### config.mk
export PLATFORM = sky130hd
export DESIGN_NAME = nine_bit_three_wire_spi_master_unit_flat
export DESIGN_NICKNAME = d
export VERILOG_FILES = /design/src/hdl/spi9_pkg.sv /design/src/hdl/spi9_if.sv /design/src/hdl/spi9_front.sv /design/src/hdl/spi9_seq.sv /design/src/hdl/nine_bit_three_wire_spi_master_unit.sv /design/src/flat_wrapper.sv
export SDC_FILE = /design/constraint.sdc
export NUM_CORES = 1
export LEC_CHECK = 0
export ABC_CLOCK_PERIOD_IN_PS = 3400
export BUFFER_PORTS_ARGS = -buffer_cell sky130_fd_sc_hd__buf_2
export CORE_MARGIN = 2
export CORE_UTILIZATION = 25
export CTS_BUF_LIST = sky130_fd_sc_hd__clkbuf_2 sky130_fd_sc_hd__clkbuf_4 sky130_fd_sc_hd__clkbuf_8
export DETAILED_ROUTE_END_ITERATION = 10
export PLACE_DENSITY = 0.48
export SYNTH_ARGS = -nofsm -noshare
export SYNTH_HDL_FRONTEND = slang
export SYNTH_SLANG_ARGS = --single-unit
### constraint.sdc
create_clock -name clk -period 3.4 [get_ports clk]
set_input_delay 0.34 -clock clk [delete_from_list [all_inputs] [get_ports clk]]
set_output_delay 0.34 -clock clk [all_outputs]
set_load 0.1 [all_outputs]
### src/hdl/spi9_pkg.sv
`timescale 1ns / 1ps
// spi9_pkg: types and constants of the nine-bit three-wire spi master
// no dependencies

package spi9_pkg;

	localparam int DATA_BITS   = 8;
	localparam int WORD_W      = DATA_BITS + 1;
	localparam int BIT_CNT_W   = 4;
	localparam int DELAY_W     = 16;
	localparam int TURN_W      = 4;
	localparam int ACTION_W    = 2;
	localparam int CFG_IDX_W   = 1;
	localparam int CFG_DATA_W  = 16;

	localparam logic [DELAY_W-1:0] DELAY_RESET = DELAY_W'(20);
	localparam logic [TURN_W-1:0]  TURN_RESET  = TURN_W'(3);

	localparam logic [ACTION_W-1:0] ACT_TICK  = ACTION_W'(0);
	localparam logic [ACTION_W-1:0] ACT_WRITE = ACTION_W'(1);
	localparam logic [ACTION_W-1:0] ACT_READ  = ACTION_W'(2);

	localparam logic [CFG_IDX_W-1:0] REG_DELAY_TICKS = CFG_IDX_W'(0);
	localparam logic [CFG_IDX_W-1:0] REG_TURN_UNITS  = CFG_IDX_W'(1);

	typedef enum logic [1:0] {
		CMD_TICK,
		CMD_WRITE,
		CMD_READ,
		CMD_NONE
	} cmd_kind_t;

	typedef struct packed {
		cmd_kind_t         kind;
		logic [WORD_W-1:0] word;
		logic              sda_in;
	} cmd_t;

	typedef struct packed {
		logic valid;
		cmd_t cmd;
	} queue_head_t;

	typedef struct packed {
		logic [DELAY_W-1:0] delay_ticks;
		logic [TURN_W-1:0]  turnaround_units;
	} cfg_regs_t;

	typedef enum logic [3:0] {
		PH_IDLE,
		PH_CS,
		PH_W_DCH,
		PH_W_DCL,
		PH_W_BITL,
		PH_W_BITH,
		PH_R_SDA,
		PH_R_CKH,
		PH_R_CKL,
		PH_R_TURN,
		PH_R_HIGH,
		PH_R_LOW,
		PH_TAIL,
		PH_END
	} phase_t;

endpackage

### src/hdl/spi9_if.sv
`timescale 1ns / 1ps
// spi9 channel interfaces: request, response and configuration write
// depends on spi9_pkg

interface spi9_req_if;
	logic                             valid;
	logic                             ready;
	logic [spi9_pkg::ACTION_W-1:0]    action;
	logic [spi9_pkg::WORD_W-1:0]      word;
	logic                             sda_in;

	modport source (output valid, action, word, sda_in, input ready);
	modport sink   (input valid, action, word, sda_in, output ready);
endinterface

interface spi9_rsp_if;
	logic                             valid;
	logic                             ready;
	logic                             scl;
	logic                             sda_out;
	logic                             sda_drive;
	logic                             csb;
	logic                             busy_res;
	logic                             write_done;
	logic                             read_valid;
	logic [spi9_pkg::DATA_BITS-1:0]   read_byte;

	modport source (output valid, scl, sda_out, sda_drive, csb, busy_res, write_done,
		read_valid, read_byte, input ready);
	modport sink   (input valid, scl, sda_out, sda_drive, csb, busy_res, write_done,
		read_valid, read_byte, output ready);
endinterface

interface spi9_cfg_if;
	logic                              valid;
	logic                              ready;
	logic [spi9_pkg::CFG_IDX_W-1:0]    index;
	logic [spi9_pkg::CFG_DATA_W-1:0]   data;

	modport source (output valid, index, data, input ready);
	modport sink   (input valid, index, data, output ready);
endinterface

### src/hdl/spi9_front.sv
`timescale 1ns / 1ps
// spi9_front: accepts request transactions, decodes the action and queues commands
// depends on spi9_pkg and spi9_if

module spi9_front (
	input  logic                   clk,
	input  logic                   arst_n,
	spi9_req_if.sink               req,
	input  logic                   pop,
	output spi9_pkg::queue_head_t  head
);

	spi9_pkg::cmd_t     mem_q [2];
	logic               wr_ptr_q;
	logic               rd_ptr_q;
	logic [1:0]         count_q;
	logic               push;
	logic               do_pop;
	spi9_pkg::cmd_t     cmd_in;

	assign req.ready = (count_q != 2'd2);
	assign push      = req.valid && req.ready;
	assign do_pop    = pop && (count_q != 2'd0);

	always_comb begin
		cmd_in.word   = req.word;
		cmd_in.sda_in = req.sda_in;
		unique case (req.action)
			spi9_pkg::ACT_TICK:  cmd_in.kind = spi9_pkg::CMD_TICK;
			spi9_pkg::ACT_WRITE: cmd_in.kind = spi9_pkg::CMD_WRITE;
			spi9_pkg::ACT_READ:  cmd_in.kind = spi9_pkg::CMD_READ;
			default:             cmd_in.kind = spi9_pkg::CMD_NONE;
		endcase
	end

	always_ff @(posedge clk) begin
		if (push) begin
			mem_q[wr_ptr_q] <= cmd_in;
		end
	end

	always_ff @(posedge clk or negedge arst_n) begin
		if (!arst_n) begin
			wr_ptr_q <= 1'b0;
			rd_ptr_q <= 1'b0;
			count_q  <= 2'd0;
		end else begin
			if (push) begin
				wr_ptr_q <= ~wr_ptr_q;
			end
			if (do_pop) begin
				rd_ptr_q <= ~rd_ptr_q;
			end
			priority if (push && !do_pop) begin
				count_q <= count_q + 2'd1;
			end else if (do_pop && !push) begin
				count_q <= count_q - 2'd1;
			end else begin
				count_q <= count_q;
			end
		end
	end

	assign head.valid = (count_q != 2'd0);
	assign head.cmd   = mem_q[rd_ptr_q];

endmodule

### src/hdl/spi9_seq.sv
`timescale 1ns / 1ps
// spi9_seq: frame sequencer, delay unit counter and response register
// depends on spi9_pkg and spi9_if

module spi9_seq (
	input  logic                   clk,
	input  logic                   arst_n,
	input  spi9_pkg::queue_head_t  head,
	output logic                   pop,
	input  spi9_pkg::cfg_regs_t    cfg_regs,
	spi9_rsp_if.source             rsp
);

	localparam int CNT_W = spi9_pkg::DELAY_W + 1;
	localparam int DB    = spi9_pkg::DATA_BITS;

	spi9_pkg::phase_t                     phase_q, phase_d;
	logic                                 reading_q, reading_d;
	logic [spi9_pkg::BIT_CNT_W-1:0]       bit_count_q, bit_count_d;
	logic [spi9_pkg::WORD_W-1:0]          shift_q, shift_d;
	logic [spi9_pkg::DELAY_W-1:0]         unit_cnt_q, unit_cnt_d;
	logic [DB-1:0]                        rx_q, rx_d;
	logic                                 scl_q, scl_d;
	logic                                 sda_q, sda_d;
	logic                                 cs_q, cs_d;
	logic                                 drive_q, drive_d;

	logic                                 rsp_valid_q;
	logic                                 is_tick;
	logic                                 start;
	logic                                 advance;
	logic                                 unit_hit;
	logic [CNT_W-1:0]                     cnt_inc;
	logic [CNT_W-1:0]                     unit_lim;
	logic [spi9_pkg::WORD_W-1:0]          shift_next;
	logic [spi9_pkg::BIT_CNT_W-1:0]       bc_inc;
	logic [spi9_pkg::BIT_CNT_W-1:0]       bits_total;
	logic                                 wdone;
	logic                                 rvalid;

	assign pop        = head.valid && (!rsp_valid_q || rsp.ready);
	assign is_tick    = head.cmd.kind == spi9_pkg::CMD_TICK;
	assign start      = (phase_q == spi9_pkg::PH_IDLE) &&
		((head.cmd.kind == spi9_pkg::CMD_WRITE) || (head.cmd.kind == spi9_pkg::CMD_READ));
	assign advance    = is_tick && (phase_q != spi9_pkg::PH_IDLE) &&
		(phase_q != spi9_pkg::PH_R_HIGH);
	assign cnt_inc    = {1'b0, unit_cnt_q} + CNT_W'(1);
	assign unit_lim   = (cfg_regs.delay_ticks == '0) ? CNT_W'(1) : {1'b0, cfg_regs.delay_ticks};
	assign unit_hit   = cnt_inc >= unit_lim;
	assign shift_next = {1'b0, shift_q[DB-2:0], 1'b0};
	assign bc_inc     = bit_count_q + spi9_pkg::BIT_CNT_W'(1);
	assign bits_total = spi9_pkg::BIT_CNT_W'(DB);

	// next state
	always_comb begin
		phase_d     = phase_q;
		reading_d   = reading_q;
		bit_count_d = bit_count_q;
		shift_d     = shift_q;
		unit_cnt_d  = unit_cnt_q;
		rx_d        = rx_q;
		scl_d       = scl_q;
		sda_d       = sda_q;
		cs_d        = cs_q;
		drive_d     = drive_q;
		priority if (start) begin
			reading_d   = head.cmd.kind == spi9_pkg::CMD_READ;
			shift_d     = head.cmd.word;
			unit_cnt_d  = '0;
			bit_count_d = '0;
			cs_d        = 1'b0;
			scl_d       = 1'b0;
			phase_d     = spi9_pkg::PH_CS;
		end else if (is_tick && phase_q == spi9_pkg::PH_R_HIGH) begin
			scl_d      = 1'b0;
			unit_cnt_d = '0;
			phase_d    = spi9_pkg::PH_R_LOW;
		end else if (advance) begin
			unit_cnt_d = unit_hit ? '0 : cnt_inc[spi9_pkg::DELAY_W-1:0];
			if (unit_hit) begin
				unique case (phase_q)
					spi9_pkg::PH_CS: begin
						drive_d = 1'b1;
						if (reading_q) begin
							sda_d   = 1'b1;
							phase_d = spi9_pkg::PH_R_SDA;
						end else begin
							sda_d   = shift_q[DB];
							scl_d   = 1'b1;
							phase_d = spi9_pkg::PH_W_DCH;
						end
					end
					spi9_pkg::PH_W_DCH: begin
						scl_d   = 1'b0;
						phase_d = spi9_pkg::PH_W_DCL;
					end
					spi9_pkg::PH_W_DCL: begin
						bit_count_d = '0;
						sda_d       = shift_q[DB-1];
						phase_d     = spi9_pkg::PH_W_BITL;
					end
					spi9_pkg::PH_W_BITL: begin
						scl_d   = 1'b1;
						phase_d = spi9_pkg::PH_W_BITH;
					end
					spi9_pkg::PH_W_BITH: begin
						scl_d       = 1'b0;
						bit_count_d = bc_inc;
						shift_d     = shift_next;
						if (bc_inc < bits_total) begin
							sda_d   = shift_next[DB-1];
							phase_d = spi9_pkg::PH_W_BITL;
						end else begin
							sda_d   = 1'b0;
							phase_d = spi9_pkg::PH_TAIL;
						end
					end
					spi9_pkg::PH_R_SDA: begin
						scl_d   = 1'b1;
						phase_d = spi9_pkg::PH_R_CKH;
					end
					spi9_pkg::PH_R_CKH: begin
						scl_d   = 1'b0;
						phase_d = spi9_pkg::PH_R_CKL;
					end
					spi9_pkg::PH_R_CKL: begin
						drive_d     = 1'b0;
						bit_count_d = '0;
						rx_d        = '0;
						phase_d     = spi9_pkg::PH_R_TURN;
					end
					spi9_pkg::PH_R_TURN: begin
						bit_count_d = bc_inc;
						if (bc_inc == cfg_regs.turnaround_units) begin
							// first bit sampled right after the turnaround
							scl_d       = 1'b1;
							rx_d        = {rx_q[DB-2:0], head.cmd.sda_in};
							bit_count_d = spi9_pkg::BIT_CNT_W'(1);
							phase_d     = spi9_pkg::PH_R_HIGH;
						end
					end
					spi9_pkg::PH_R_LOW: begin
						if (bit_count_q < bits_total) begin
							scl_d       = 1'b1;
							rx_d        = {rx_q[DB-2:0], head.cmd.sda_in};
							bit_count_d = bc_inc;
							phase_d     = spi9_pkg::PH_R_HIGH;
						end else begin
							drive_d = 1'b1;
							sda_d   = 1'b0;
							phase_d = spi9_pkg::PH_TAIL;
						end
					end
					spi9_pkg::PH_TAIL: begin
						cs_d    = 1'b1;
						phase_d = spi9_pkg::PH_END;
					end
					spi9_pkg::PH_END: begin
						phase_d = spi9_pkg::PH_IDLE;
					end
					default: begin
						phase_d = spi9_pkg::PH_IDLE;
					end
				endcase
			end
		end else begin
			phase_d = phase_q;
		end
	end

	// outputs of the transaction
	always_comb begin
		wdone  = 1'b0;
		rvalid = 1'b0;
		if (advance && unit_hit && phase_q == spi9_pkg::PH_END) begin
			wdone  = !reading_q;
			rvalid = reading_q;
		end
	end

	always_ff @(posedge clk or negedge arst_n) begin
		if (!arst_n) begin
			phase_q     <= spi9_pkg::PH_IDLE;
			reading_q   <= 1'b0;
			bit_count_q <= '0;
			shift_q     <= '0;
			unit_cnt_q  <= '0;
			rx_q        <= '0;
			scl_q       <= 1'b0;
			sda_q       <= 1'b1;
			cs_q        <= 1'b1;
			drive_q     <= 1'b1;
			rsp_valid_q <= 1'b0;
		end else begin
			if (pop) begin
				phase_q     <= phase_d;
				reading_q   <= reading_d;
				bit_count_q <= bit_count_d;
				shift_q     <= shift_d;
				unit_cnt_q  <= unit_cnt_d;
				rx_q        <= rx_d;
				scl_q       <= scl_d;
				sda_q       <= sda_d;
				cs_q        <= cs_d;
				drive_q     <= drive_d;
				rsp_valid_q <= 1'b1;
			end else if (rsp.ready) begin
				rsp_valid_q <= 1'b0;
			end
		end
	end

	always_ff @(posedge clk) begin
		if (pop) begin
			rsp.scl        <= scl_d;
			rsp.sda_out    <= drive_d & sda_d;
			rsp.sda_drive  <= drive_d;
			rsp.csb        <= cs_d;
			rsp.busy_res   <= phase_d != spi9_pkg::PH_IDLE;
			rsp.write_done <= wdone;
			rsp.read_valid <= rvalid;
			rsp.read_byte  <= rvalid ? rx_d : '0;
		end
	end

	assign rsp.valid = rsp_valid_q;

endmodule

### src/hdl/nine_bit_three_wire_spi_master_unit.sv
`timescale 1ns / 1ps
// nine_bit_three_wire_spi_master_unit: top level of the nine-bit three-wire spi master
// depends on spi9_pkg, spi9_if, spi9_front and spi9_seq
//
//   channel  dir  fields
//   req      in   action[1:0], word[8:0], sda_in
//   rsp      out  scl, sda_out, sda_drive, csb, busy_res, write_done, read_valid, read_byte[7:0]
//   cfg      in   index[0], data[15:0]
//
// one transaction per cycle sustained while rsp is ready; each request transaction gives exactly one response
// each command passes through the two-entry command queue, then the response register
// the sequencer updates pin state for each popped command; tick phase steps are set by the unit counter compare
// arst_n clears the queue, sequencer state and pin state (scl low, sda high, csb high, driven)
// a stalled rsp holds the response; the queue keeps taking requests until it holds two

module nine_bit_three_wire_spi_master_unit (
	input  logic         clk,
	input  logic         arst_n,
	spi9_req_if.sink     req,
	spi9_rsp_if.source   rsp,
	spi9_cfg_if.sink     cfg
);

	spi9_pkg::cfg_regs_t    cfg_regs_q;
	spi9_pkg::queue_head_t  head;
	logic                   pop;

	assign cfg.ready = 1'b1;

	always_ff @(posedge clk or negedge arst_n) begin
		if (!arst_n) begin
			cfg_regs_q.delay_ticks      <= spi9_pkg::DELAY_RESET;
			cfg_regs_q.turnaround_units <= spi9_pkg::TURN_RESET;
		end else if (cfg.valid) begin
			unique case (cfg.index)
				spi9_pkg::REG_DELAY_TICKS: begin
					cfg_regs_q.delay_ticks <= cfg.data;
				end
				spi9_pkg::REG_TURN_UNITS: begin
					cfg_regs_q.turnaround_units <= cfg.data[spi9_pkg::TURN_W-1:0];
				end
				default: begin
				end
			endcase
		end
	end

	spi9_front u_front (
		.clk    (clk),
		.arst_n (arst_n),
		.req    (req),
		.pop    (pop),
		.head   (head)
	);

	spi9_seq u_seq (
		.clk      (clk),
		.arst_n   (arst_n),
		.head     (head),
		.pop      (pop),
		.cfg_regs (cfg_regs_q),
		.rsp      (rsp)
	);

`ifndef SYNTHESIS
	a_done_excl: assert property (@(posedge clk) disable iff (!arst_n)
		rsp.valid |-> !(rsp.write_done && rsp.read_valid))
		else $error("write_done and read_valid together");

	a_released_low: assert property (@(posedge clk) disable iff (!arst_n)
		(rsp.valid && !rsp.sda_drive) |-> !rsp.sda_out)
		else $error("sda_out high while line released");

	a_done_idle: assert property (@(posedge clk) disable iff (!arst_n)
		(rsp.valid && (rsp.write_done || rsp.read_valid)) |-> (!rsp.busy_res && rsp.csb))
		else $error("frame end while still busy or selected");

	a_idle_deselect: assert property (@(posedge clk) disable iff (!arst_n)
		(rsp.valid && !rsp.busy_res) |-> (rsp.csb && rsp.sda_drive))
		else $error("idle with chip select low or line released");
`endif

endmodule
### src/flat_wrapper.sv
// flat-port wrapper written by rule: the top's interface ports become plain ports
module nine_bit_three_wire_spi_master_unit_flat 
  (clk, arst_n, req_valid, req_action, req_word, req_sda_in, req_ready, rsp_valid, rsp_scl, rsp_sda_out, rsp_sda_drive, rsp_csb, rsp_busy_res, rsp_write_done, rsp_read_valid, rsp_read_byte, rsp_ready, cfg_valid, cfg_index, cfg_data, cfg_ready);
  spi9_req_if req_i ();
  spi9_rsp_if rsp_i ();
  spi9_cfg_if cfg_i ();
  input  logic clk;
  input  logic arst_n;
  input wire logic [$bits(req_i.valid)-1:0] req_valid;
  input wire logic [$bits(req_i.action)-1:0] req_action;
  input wire logic [$bits(req_i.word)-1:0] req_word;
  input wire logic [$bits(req_i.sda_in)-1:0] req_sda_in;
  output wire logic [$bits(req_i.ready)-1:0] req_ready;
  output wire logic [$bits(rsp_i.valid)-1:0] rsp_valid;
  output wire logic [$bits(rsp_i.scl)-1:0] rsp_scl;
  output wire logic [$bits(rsp_i.sda_out)-1:0] rsp_sda_out;
  output wire logic [$bits(rsp_i.sda_drive)-1:0] rsp_sda_drive;
  output wire logic [$bits(rsp_i.csb)-1:0] rsp_csb;
  output wire logic [$bits(rsp_i.busy_res)-1:0] rsp_busy_res;
  output wire logic [$bits(rsp_i.write_done)-1:0] rsp_write_done;
  output wire logic [$bits(rsp_i.read_valid)-1:0] rsp_read_valid;
  output wire logic [$bits(rsp_i.read_byte)-1:0] rsp_read_byte;
  input wire logic [$bits(rsp_i.ready)-1:0] rsp_ready;
  input wire logic [$bits(cfg_i.valid)-1:0] cfg_valid;
  input wire logic [$bits(cfg_i.index)-1:0] cfg_index;
  input wire logic [$bits(cfg_i.data)-1:0] cfg_data;
  output wire logic [$bits(cfg_i.ready)-1:0] cfg_ready;
  assign req_i.valid = req_valid;
  assign req_i.action = req_action;
  assign req_i.word = req_word;
  assign req_i.sda_in = req_sda_in;
  assign req_ready = req_i.ready;
  assign rsp_valid = rsp_i.valid;
  assign rsp_scl = rsp_i.scl;
  assign rsp_sda_out = rsp_i.sda_out;
  assign rsp_sda_drive = rsp_i.sda_drive;
  assign rsp_csb = rsp_i.csb;
  assign rsp_busy_res = rsp_i.busy_res;
  assign rsp_write_done = rsp_i.write_done;
  assign rsp_read_valid = rsp_i.read_valid;
  assign rsp_read_byte = rsp_i.read_byte;
  assign rsp_i.ready = rsp_ready;
  assign cfg_i.valid = cfg_valid;
  assign cfg_i.index = cfg_index;
  assign cfg_i.data = cfg_data;
  assign cfg_ready = cfg_i.ready;
  nine_bit_three_wire_spi_master_unit u_core (.clk(clk), .arst_n(arst_n), .req(req_i), .rsp(rsp_i), .cfg(cfg_i));
endmodule
After elaboration in Yosys (flattened, before gate mapping)
Memory sizes are Yosys's and may differ from the RTL's.
Index checks and enable logic that the tools add are counted.
{ "word_totals": {"register_bits": 86, "mem_bits_rw": 24, "out_inout_bits": 18, "mem_count": 1} }
{ "op_classes": {"n_addsub": 4, "magnitude_cmp": 3, "eq_ne": 22, "muxes": 68, "n_bitwise": 4, "reduce_logical": 40} }
{ "mem_list": {"columns": ["name", "words", "width", "rd", "rd_ports_with_merged_regs", "wr", "line", "rtl"], "rows": [
  ["u_core.u_front.mem_q", 2, 12, 1, 0, 1, "spi9_front.sv:13", "spi9_pkg::cmd_t mem_q [2];"]
]} }
{ "ops": {"columns": ["cell", "n"], "rows": [
  ["$mux 16", 5],
  ["$mux 4", 12],
  ["$mux 8", 6],
  ["$mux 9", 5],
  ["$pmux 4 s11", 1],
  ["$mux 1", 29],
  ["$eq 4x4->1 const B", 6],
  ["$pmux 8 s3", 1],
  ["$add 16x1->17 const B", 1],
  ["$ge 17x16->1", 1],
  ["$eq 4x3->1 const B", 4],
  ["$logic_not 16->1", 1],
  ["$pmux 4 s4", 1],
  ["$reduce_bool 2->1", 6],
  ["$logic_and 1x1->1", 11],
  ["$eq 4x2->1 const B", 2],
  ["$lt 4x4->1 const B", 2],
  ["$reduce_and 2->1", 4],
  ["$reduce_bool 4->1", 2],
  ["$mux 3", 2],
  ["$pmux 2 s3", 1],
  ["$reduce_and 6->1", 1],
  ["$pmux 1 s5", 1],
  ["$reduce_and 5->1", 1],
  ["23 further kinds", 35]
]} }

Logic depth before layout (Yosys ltp)
{ "logic_depth": {"word_depth": 9, "ltp_mapped": 15, "depth_no_buf": 13} }

By module
Synthesis repeated with hierarchy kept, for this count alone.
{ "hier_totals": {"cells_unflattened": 499, "area_unflattened_um2": 5773.0} }
{ "by_module_without_submodules": {"columns": ["module", "n_inst", "cells_each", "area_per_inst_um2", "seq_area_each_um2"], "rows": [
  ["spi9_seq", 1, 396, 3858.7, 1630.3],
  ["spi9_front", 1, 57, 1086.0, 820.8],
  ["nine_bit_three_wire_spi_master_unit", 1, 46, 828.3, 505.5]
]} }

Worst setup path after synthesis
OpenSTA, ideal clock, no wires.
{ "synth_timing": {"kind": "register to register", "startpoint": "register u_core.u_seq.unit_cnt_q[0] (netlist name)", "endpoint": "register u_core.u_seq.rsp.sda_out (data pin)", "setup_time_ns": 0.261, "arrival_time_ns": 3.168, "required_time_ns": 3.139, "setup_slack_ns": -0.029, "path_stages_with_launch": 15, "path_buffers": 1, "path_cell_list": "dfrtp_1 > ha_1 > nand3_2 > nor3_4 > and3_1 > nand3_1 > xnor2_1 > ha_1 > nand4_1 > o41ai_1 > a41oi_2 > o211ai_2 > buf_6 > a31oi_1 > o2bb2a_1"} }
{ "synth_via": {"elab_chain_cells": 7} }
{ "synth_rtl": {"columns": ["element", "line", "rtl"], "rows": [
  ["start: declaration", "spi9_seq.sv:21", "logic [spi9_pkg::DELAY_W-1:0] unit_cnt_q, unit_cnt_d;"],
  ["start signal: assignment", "spi9_seq.sv:200", "unit_cnt_q <= unit_cnt_d;"],
  ["$add 16x1->17 *", "spi9_seq.sv:47", "assign cnt_inc = {1'b0, unit_cnt_q} + CNT_W'(1);"],
  ["$ge 17x16->1 *", "spi9_seq.sv:49", "assign unit_hit = cnt_inc >= unit_lim;"],
  ["$mux 1", "spi9_seq.sv:80", "if (unit_hit) begin"],
  ["$mux 1", "spi9_seq.sv:78", "end else if (advance) begin"],
  ["$mux 1", "spi9_seq.sv:74", "end else if (is_tick && phase_q == spi9_pkg::PH_R_HIGH) begin"],
  ["$mux 1", "spi9_seq.sv:66", "priority if (start) begin"],
  ["$and 1x1->1 *", "spi9_seq.sv:216", "rsp.sda_out <= drive_d & sda_d;"],
  ["end signal: assignment", "spi9_seq.sv:216", null],
  ["end: declaration", "spi9_if.sv:28", "modport source (output valid, scl, sda_out, sda_drive, csb, busy_res, write_done,"]
]} }
Every way passes the cells marked *; elsewhere a longest branch is shown, timed or not.
A chain may end at the register's enable or synchronous reset.

Worst setup path after layout
{ "layout_timing": {"startpoint": "register u_core.u_seq.unit_cnt_q[3] (netlist name)", "endpoint": "register u_core.u_seq.unit_cnt_q[7] (netlist name)"} }
{ "layout_via": {"elab_chain_cells": 6} }
{ "layout_rtl": {"columns": ["element", "line", "rtl"], "rows": [
  ["$add 16x1->17 *", "spi9_seq.sv:47", null],
  ["$ge 17x16->1", "spi9_seq.sv:49", null],
  ["$mux 16 *", "spi9_seq.sv:79", "unit_cnt_d = unit_hit ? '0 : cnt_inc[spi9_pkg::DELAY_W-1:0];"],
  ["$mux 16 *", "spi9_seq.sv:78", null],
  ["$mux 16 *", "spi9_seq.sv:74", null],
  ["$mux 16 *", "spi9_seq.sv:66", null]
]} }
Every way passes the cells marked *; elsewhere a longest branch is shown, timed or not. The select of a mux whose other input is x is not followed.

==> results.sh <==
export IMPL_path_cells="nand2_2 > nor4_4 > buf_4 > nand3_2 > xnor2_2 > ha_4 > nand4_1 > buf_4 > o41ai_4 > a41oi_4 > o211a_4 > clkbuf_16 > a31o_4 > a21o_1"
export IMPL_clkSinkCount=110
export IMPL_synth_area_mm2=0.00592
export IMPL_area_growth_syn_to_layout_pct=34.3
export IMPL_worstPathArrival_ns=3.76
export IMPL_via_count=4790
export IMPL_synth_common_cells="dfrtp_1, nand2_1, edfxtp_1"
export IMPL_ant_nets=0
export IMPL_worst_slack_ns=-0.0454
export IMPL_cts_hold_buffers=0
export IMPL_syn_nets=619
export IMPL_critical_path_class="flip-flop to flip-flop"
export IMPL_status="complete, but fails checks"
export IMPL_place_gp_congestion=0.865
export IMPL_path_max_fanout=7
export IMPL_grt_pass1_vias=4914
export IMPL_drt_iter0_drc=249
export IMPL_worstSetupStartpoint="u_core.u_seq.unit_cnt_q[3]"
export IMPL_avgSynthCellArea_um2=10.5
export IMPL_drc=0
export IMPL_core_rowCount=56
export IMPL_tightest_slew_ns=0.970
export IMPL_violations="hold timing, setup timing"
export IMPL_fin_util_pct=34.1
export IMPL_yosys_warnings=0
export IMPL_rsz0062_at_grt="true"
export IMPL_gr_total_overflow=0
export IMPL_ys_seq_area_share_pct=49.9
export IMPL_fin_cells=1005
export IMPL_p_per_area_mw_per_mm2=651
export IMPL_track_usage_pct=12.9
export IMPL_cts_buffer_depth=2
export IMPL_relSlewSlack_pct=35.0
export IMPL_grt_pass1_wl_mm=25.3
export IMPL_skew_ns=0.0238
export IMPL_hpwlAfterDp_mm=10.5
export IMPL_clkTransAtPathRegs_ns=0.12
export IMPL_ir_drop_mv=0.258
export IMPL_io_pins=52
export IMPL_hold_ws_ns=-0.0199
export IMPL_start_kind="flip-flop"
export IMPL_finalHoldViolCount=17
export IMPL_fmax_mhz=290
export IMPL_synth_top_area_share_pct=27.0
export IMPL_synth_ff_type="dfrtp_1"
export IMPL_period_needed_ns=3.45
export IMPL_cts_max_level=3
export IMPL_dieArea_mm2=0.0249
export IMPL_first_pass_iters=5
export IMPL_synth_cell_types=77
export IMPL_via_per_inst=4.77
export IMPL_worstPathRequired_ns=3.71
export IMPL_drv_cap=0
export IMPL_fp_dieH_um=158
export IMPL_hold_path_class="input port to asynchronous set/reset pin"
export IMPL_worstSetupEndpointType="flip-flop"
export IMPL_wl_per_cell_um=15.9
export IMPL_drv_slew=0
export IMPL_antenna_found_initial=0
export IMPL_final_nets=736
export IMPL_p_leak_uw=0.00342
export IMPL_wirelength_mm=16.0
export IMPL_die_w_um=158
export IMPL_async_flop_share_pct=64.5
export IMPL_synth_edf_count=39
export IMPL_grt_max_degree=32
export IMPL_clock_latency_ns=0.41
export IMPL_drive_gt1_share_pct=37.2
export IMPL_synth_area_leaders="dfrtp_1, edfxtp_1, ha_1"
export IMPL_finalSetupTns_ns=-0.670
export IMPL_cts_buffers=9
export IMPL_start_util_pct=25.4
export IMPL_antenna_cells=0
export IMPL_io_buffers=50
export IMPL_critPathSlowestCell="dfrtp_2"
export IMPL_cpPeakStageDelay_ns=0.42
export IMPL_synth_top_cell_by_area="dfrtp_1"
export IMPL_yosys_register_bits=110
export IMPL_dp_cells=948
export IMPL_cts_tree="built"
export IMPL_root_buffer="clkbuf_8"
export IMPL_crit_top_cell="buf_4"
export IMPL_syn_instance_count=564
export IMPL_finalSetupViolCount=30
export IMPL_core_mm2=0.0233
export IMPL_fin_crit_sh_pct=101
export IMPL_worstReg2RegStart="u_core.u_seq.unit_cnt_q[3]"
==> cells by family after synthesis <==
family          after synthesis  share of synthesized area (%)
compound gates              130                           16.0
xor+xnor                     21                           3.34
fa+ha+maj                    21                           4.44
buf+inv                      66                           4.69
flops                       110                           49.9
mux                          26                           4.56
other cells                   1                         0.0633
simple gates                189                           16.9
==> per-layer routing <==
metal | share of wire [%] | wire (um) | GRT usage (%)
met5 | 0 | 0 | 0
met4 | 1.5 | 236 | 5.37
met3 | 4.0 | 638 | 2.11
met2 | 50 | 7980 | 21.2
met1 | 45 | 7130 | 16.9
==> cells in the final DEF (no fill, tap or decap), types with 4 or more instances in the layout <==
master	Yosys	routed
a21oi_1	21	18
a22o_1	9	9
a31oi_1	15	13
and2_1	11	11
and3_1	7	4
buf_2	9	50
buf_4	1	68
buf_6	2	14
clkbuf_8	0	9
dfrtp_1	64	58
dfrtp_2	0	6
dfstp_2	7	7
edfxtp_1	39	39
ha_1	21	17
ha_4	0	4
inv_1	32	32
mux2_2	8	6
mux2i_1	18	18
nand2_1	64	59
nand2b_1	6	6
nand3_1	17	15
nand4_1	6	6
nor2_1	33	28
nor3_1	8	5
nor3_4	1	5
nor4_1	6	5
o211ai_1	10	10
o21ai_0	24	21
o22ai_2	0	5
o31ai_1	6	4
o41ai_2	1	4
or2_2	7	7
xnor2_1	13	9
xor2_1	7	6
==> metrics by stage <==
stage | cell area [um^2] | setup slack (ns) | total power [uW]
after detailed placement | 6810 | -0.244 | 4100
after global routing | 7950 | -0.212 | 5500
after floorplan | 5950 | 0.0386 | 3560
after CTS | 7540 | -0.123 | 5100
after global placement | 6810 | -0.158 | 4080
final | 7950 | -0.0454 | 5180
==> path summary, 6_finish.rpt <==
path,slack [ns],depth (start not counted),endpoint
min in group clk,0.12,1,u_core.u_front.mem_q[0][4]
hold reg to reg,0.50,1,u_core.u_front.count_q[1]
setup reg to reg,-0.05,14,u_core.u_seq.unit_cnt_q[7]
hold / removal,-0.02,1,u_core.u_seq.rx_q[5]
setup / recovery,-0.05,14,u_core.u_seq.unit_cnt_q[7]
max in group asynchronous,2.55,2,u_core.cfg_regs_q[8]
==> registers in the layout, summed over array words and instances (netlist names), 2 cells and up <==
signal	flops
u_core.cfg_regs_q	20
u_core.u_front.count_q	2
u_core.u_front.mem_q	24
u_core.u_seq.bit_count_q	4
u_core.u_seq.phase_q	4
u_core.u_seq.rsp.read_byte	8
u_core.u_seq.rx_q	8
u_core.u_seq.shift_q	9
u_core.u_seq.unit_cnt_q	16
==> critical path, delay by kind of cell, from the launching register on <==
kind | cells | cell delay (ns)
AO/OA/AOI/OAI | 5 | 1.18
AND/OR/NAND/NOR | 4 | 0.71
buffers and inverters | 3 | 0.54
flip-flops | 1 | 0.42
adder cells (fa/ha/maj) | 1 | 0.30
XOR/XNOR | 1 | 0.18
==> layout make-up <==
cell class | instances | area (um^2)
Fill cell | 2308 | 15400
Sequential cell | 110 | 2960
Multi-Input combinational cell | 390 | 3270
Inverter | 33 | 124
Timing Repair Buffer | 137 | 1020
Clock inverter | 6 | 50.0
Tap cell | 319 | 399
Clock buffer | 10 | 131
==> power breakdown <==
part           internal, uW  leakage, uW  switching [uW]
sequential             1710      0.00126             213
clock                   288    0.0000946             500
combinational           818      0.00207            1650
==> repair_timing <==
item                       in CTS  in global routing
gates resized for setup        60                 51
setup buffers                  25                 14
pin swaps                      43                 37
setup endpoints to repair      55                 60
gates cloned                    2                  2
Note: power is estimated with default switching activity, not from simulation.
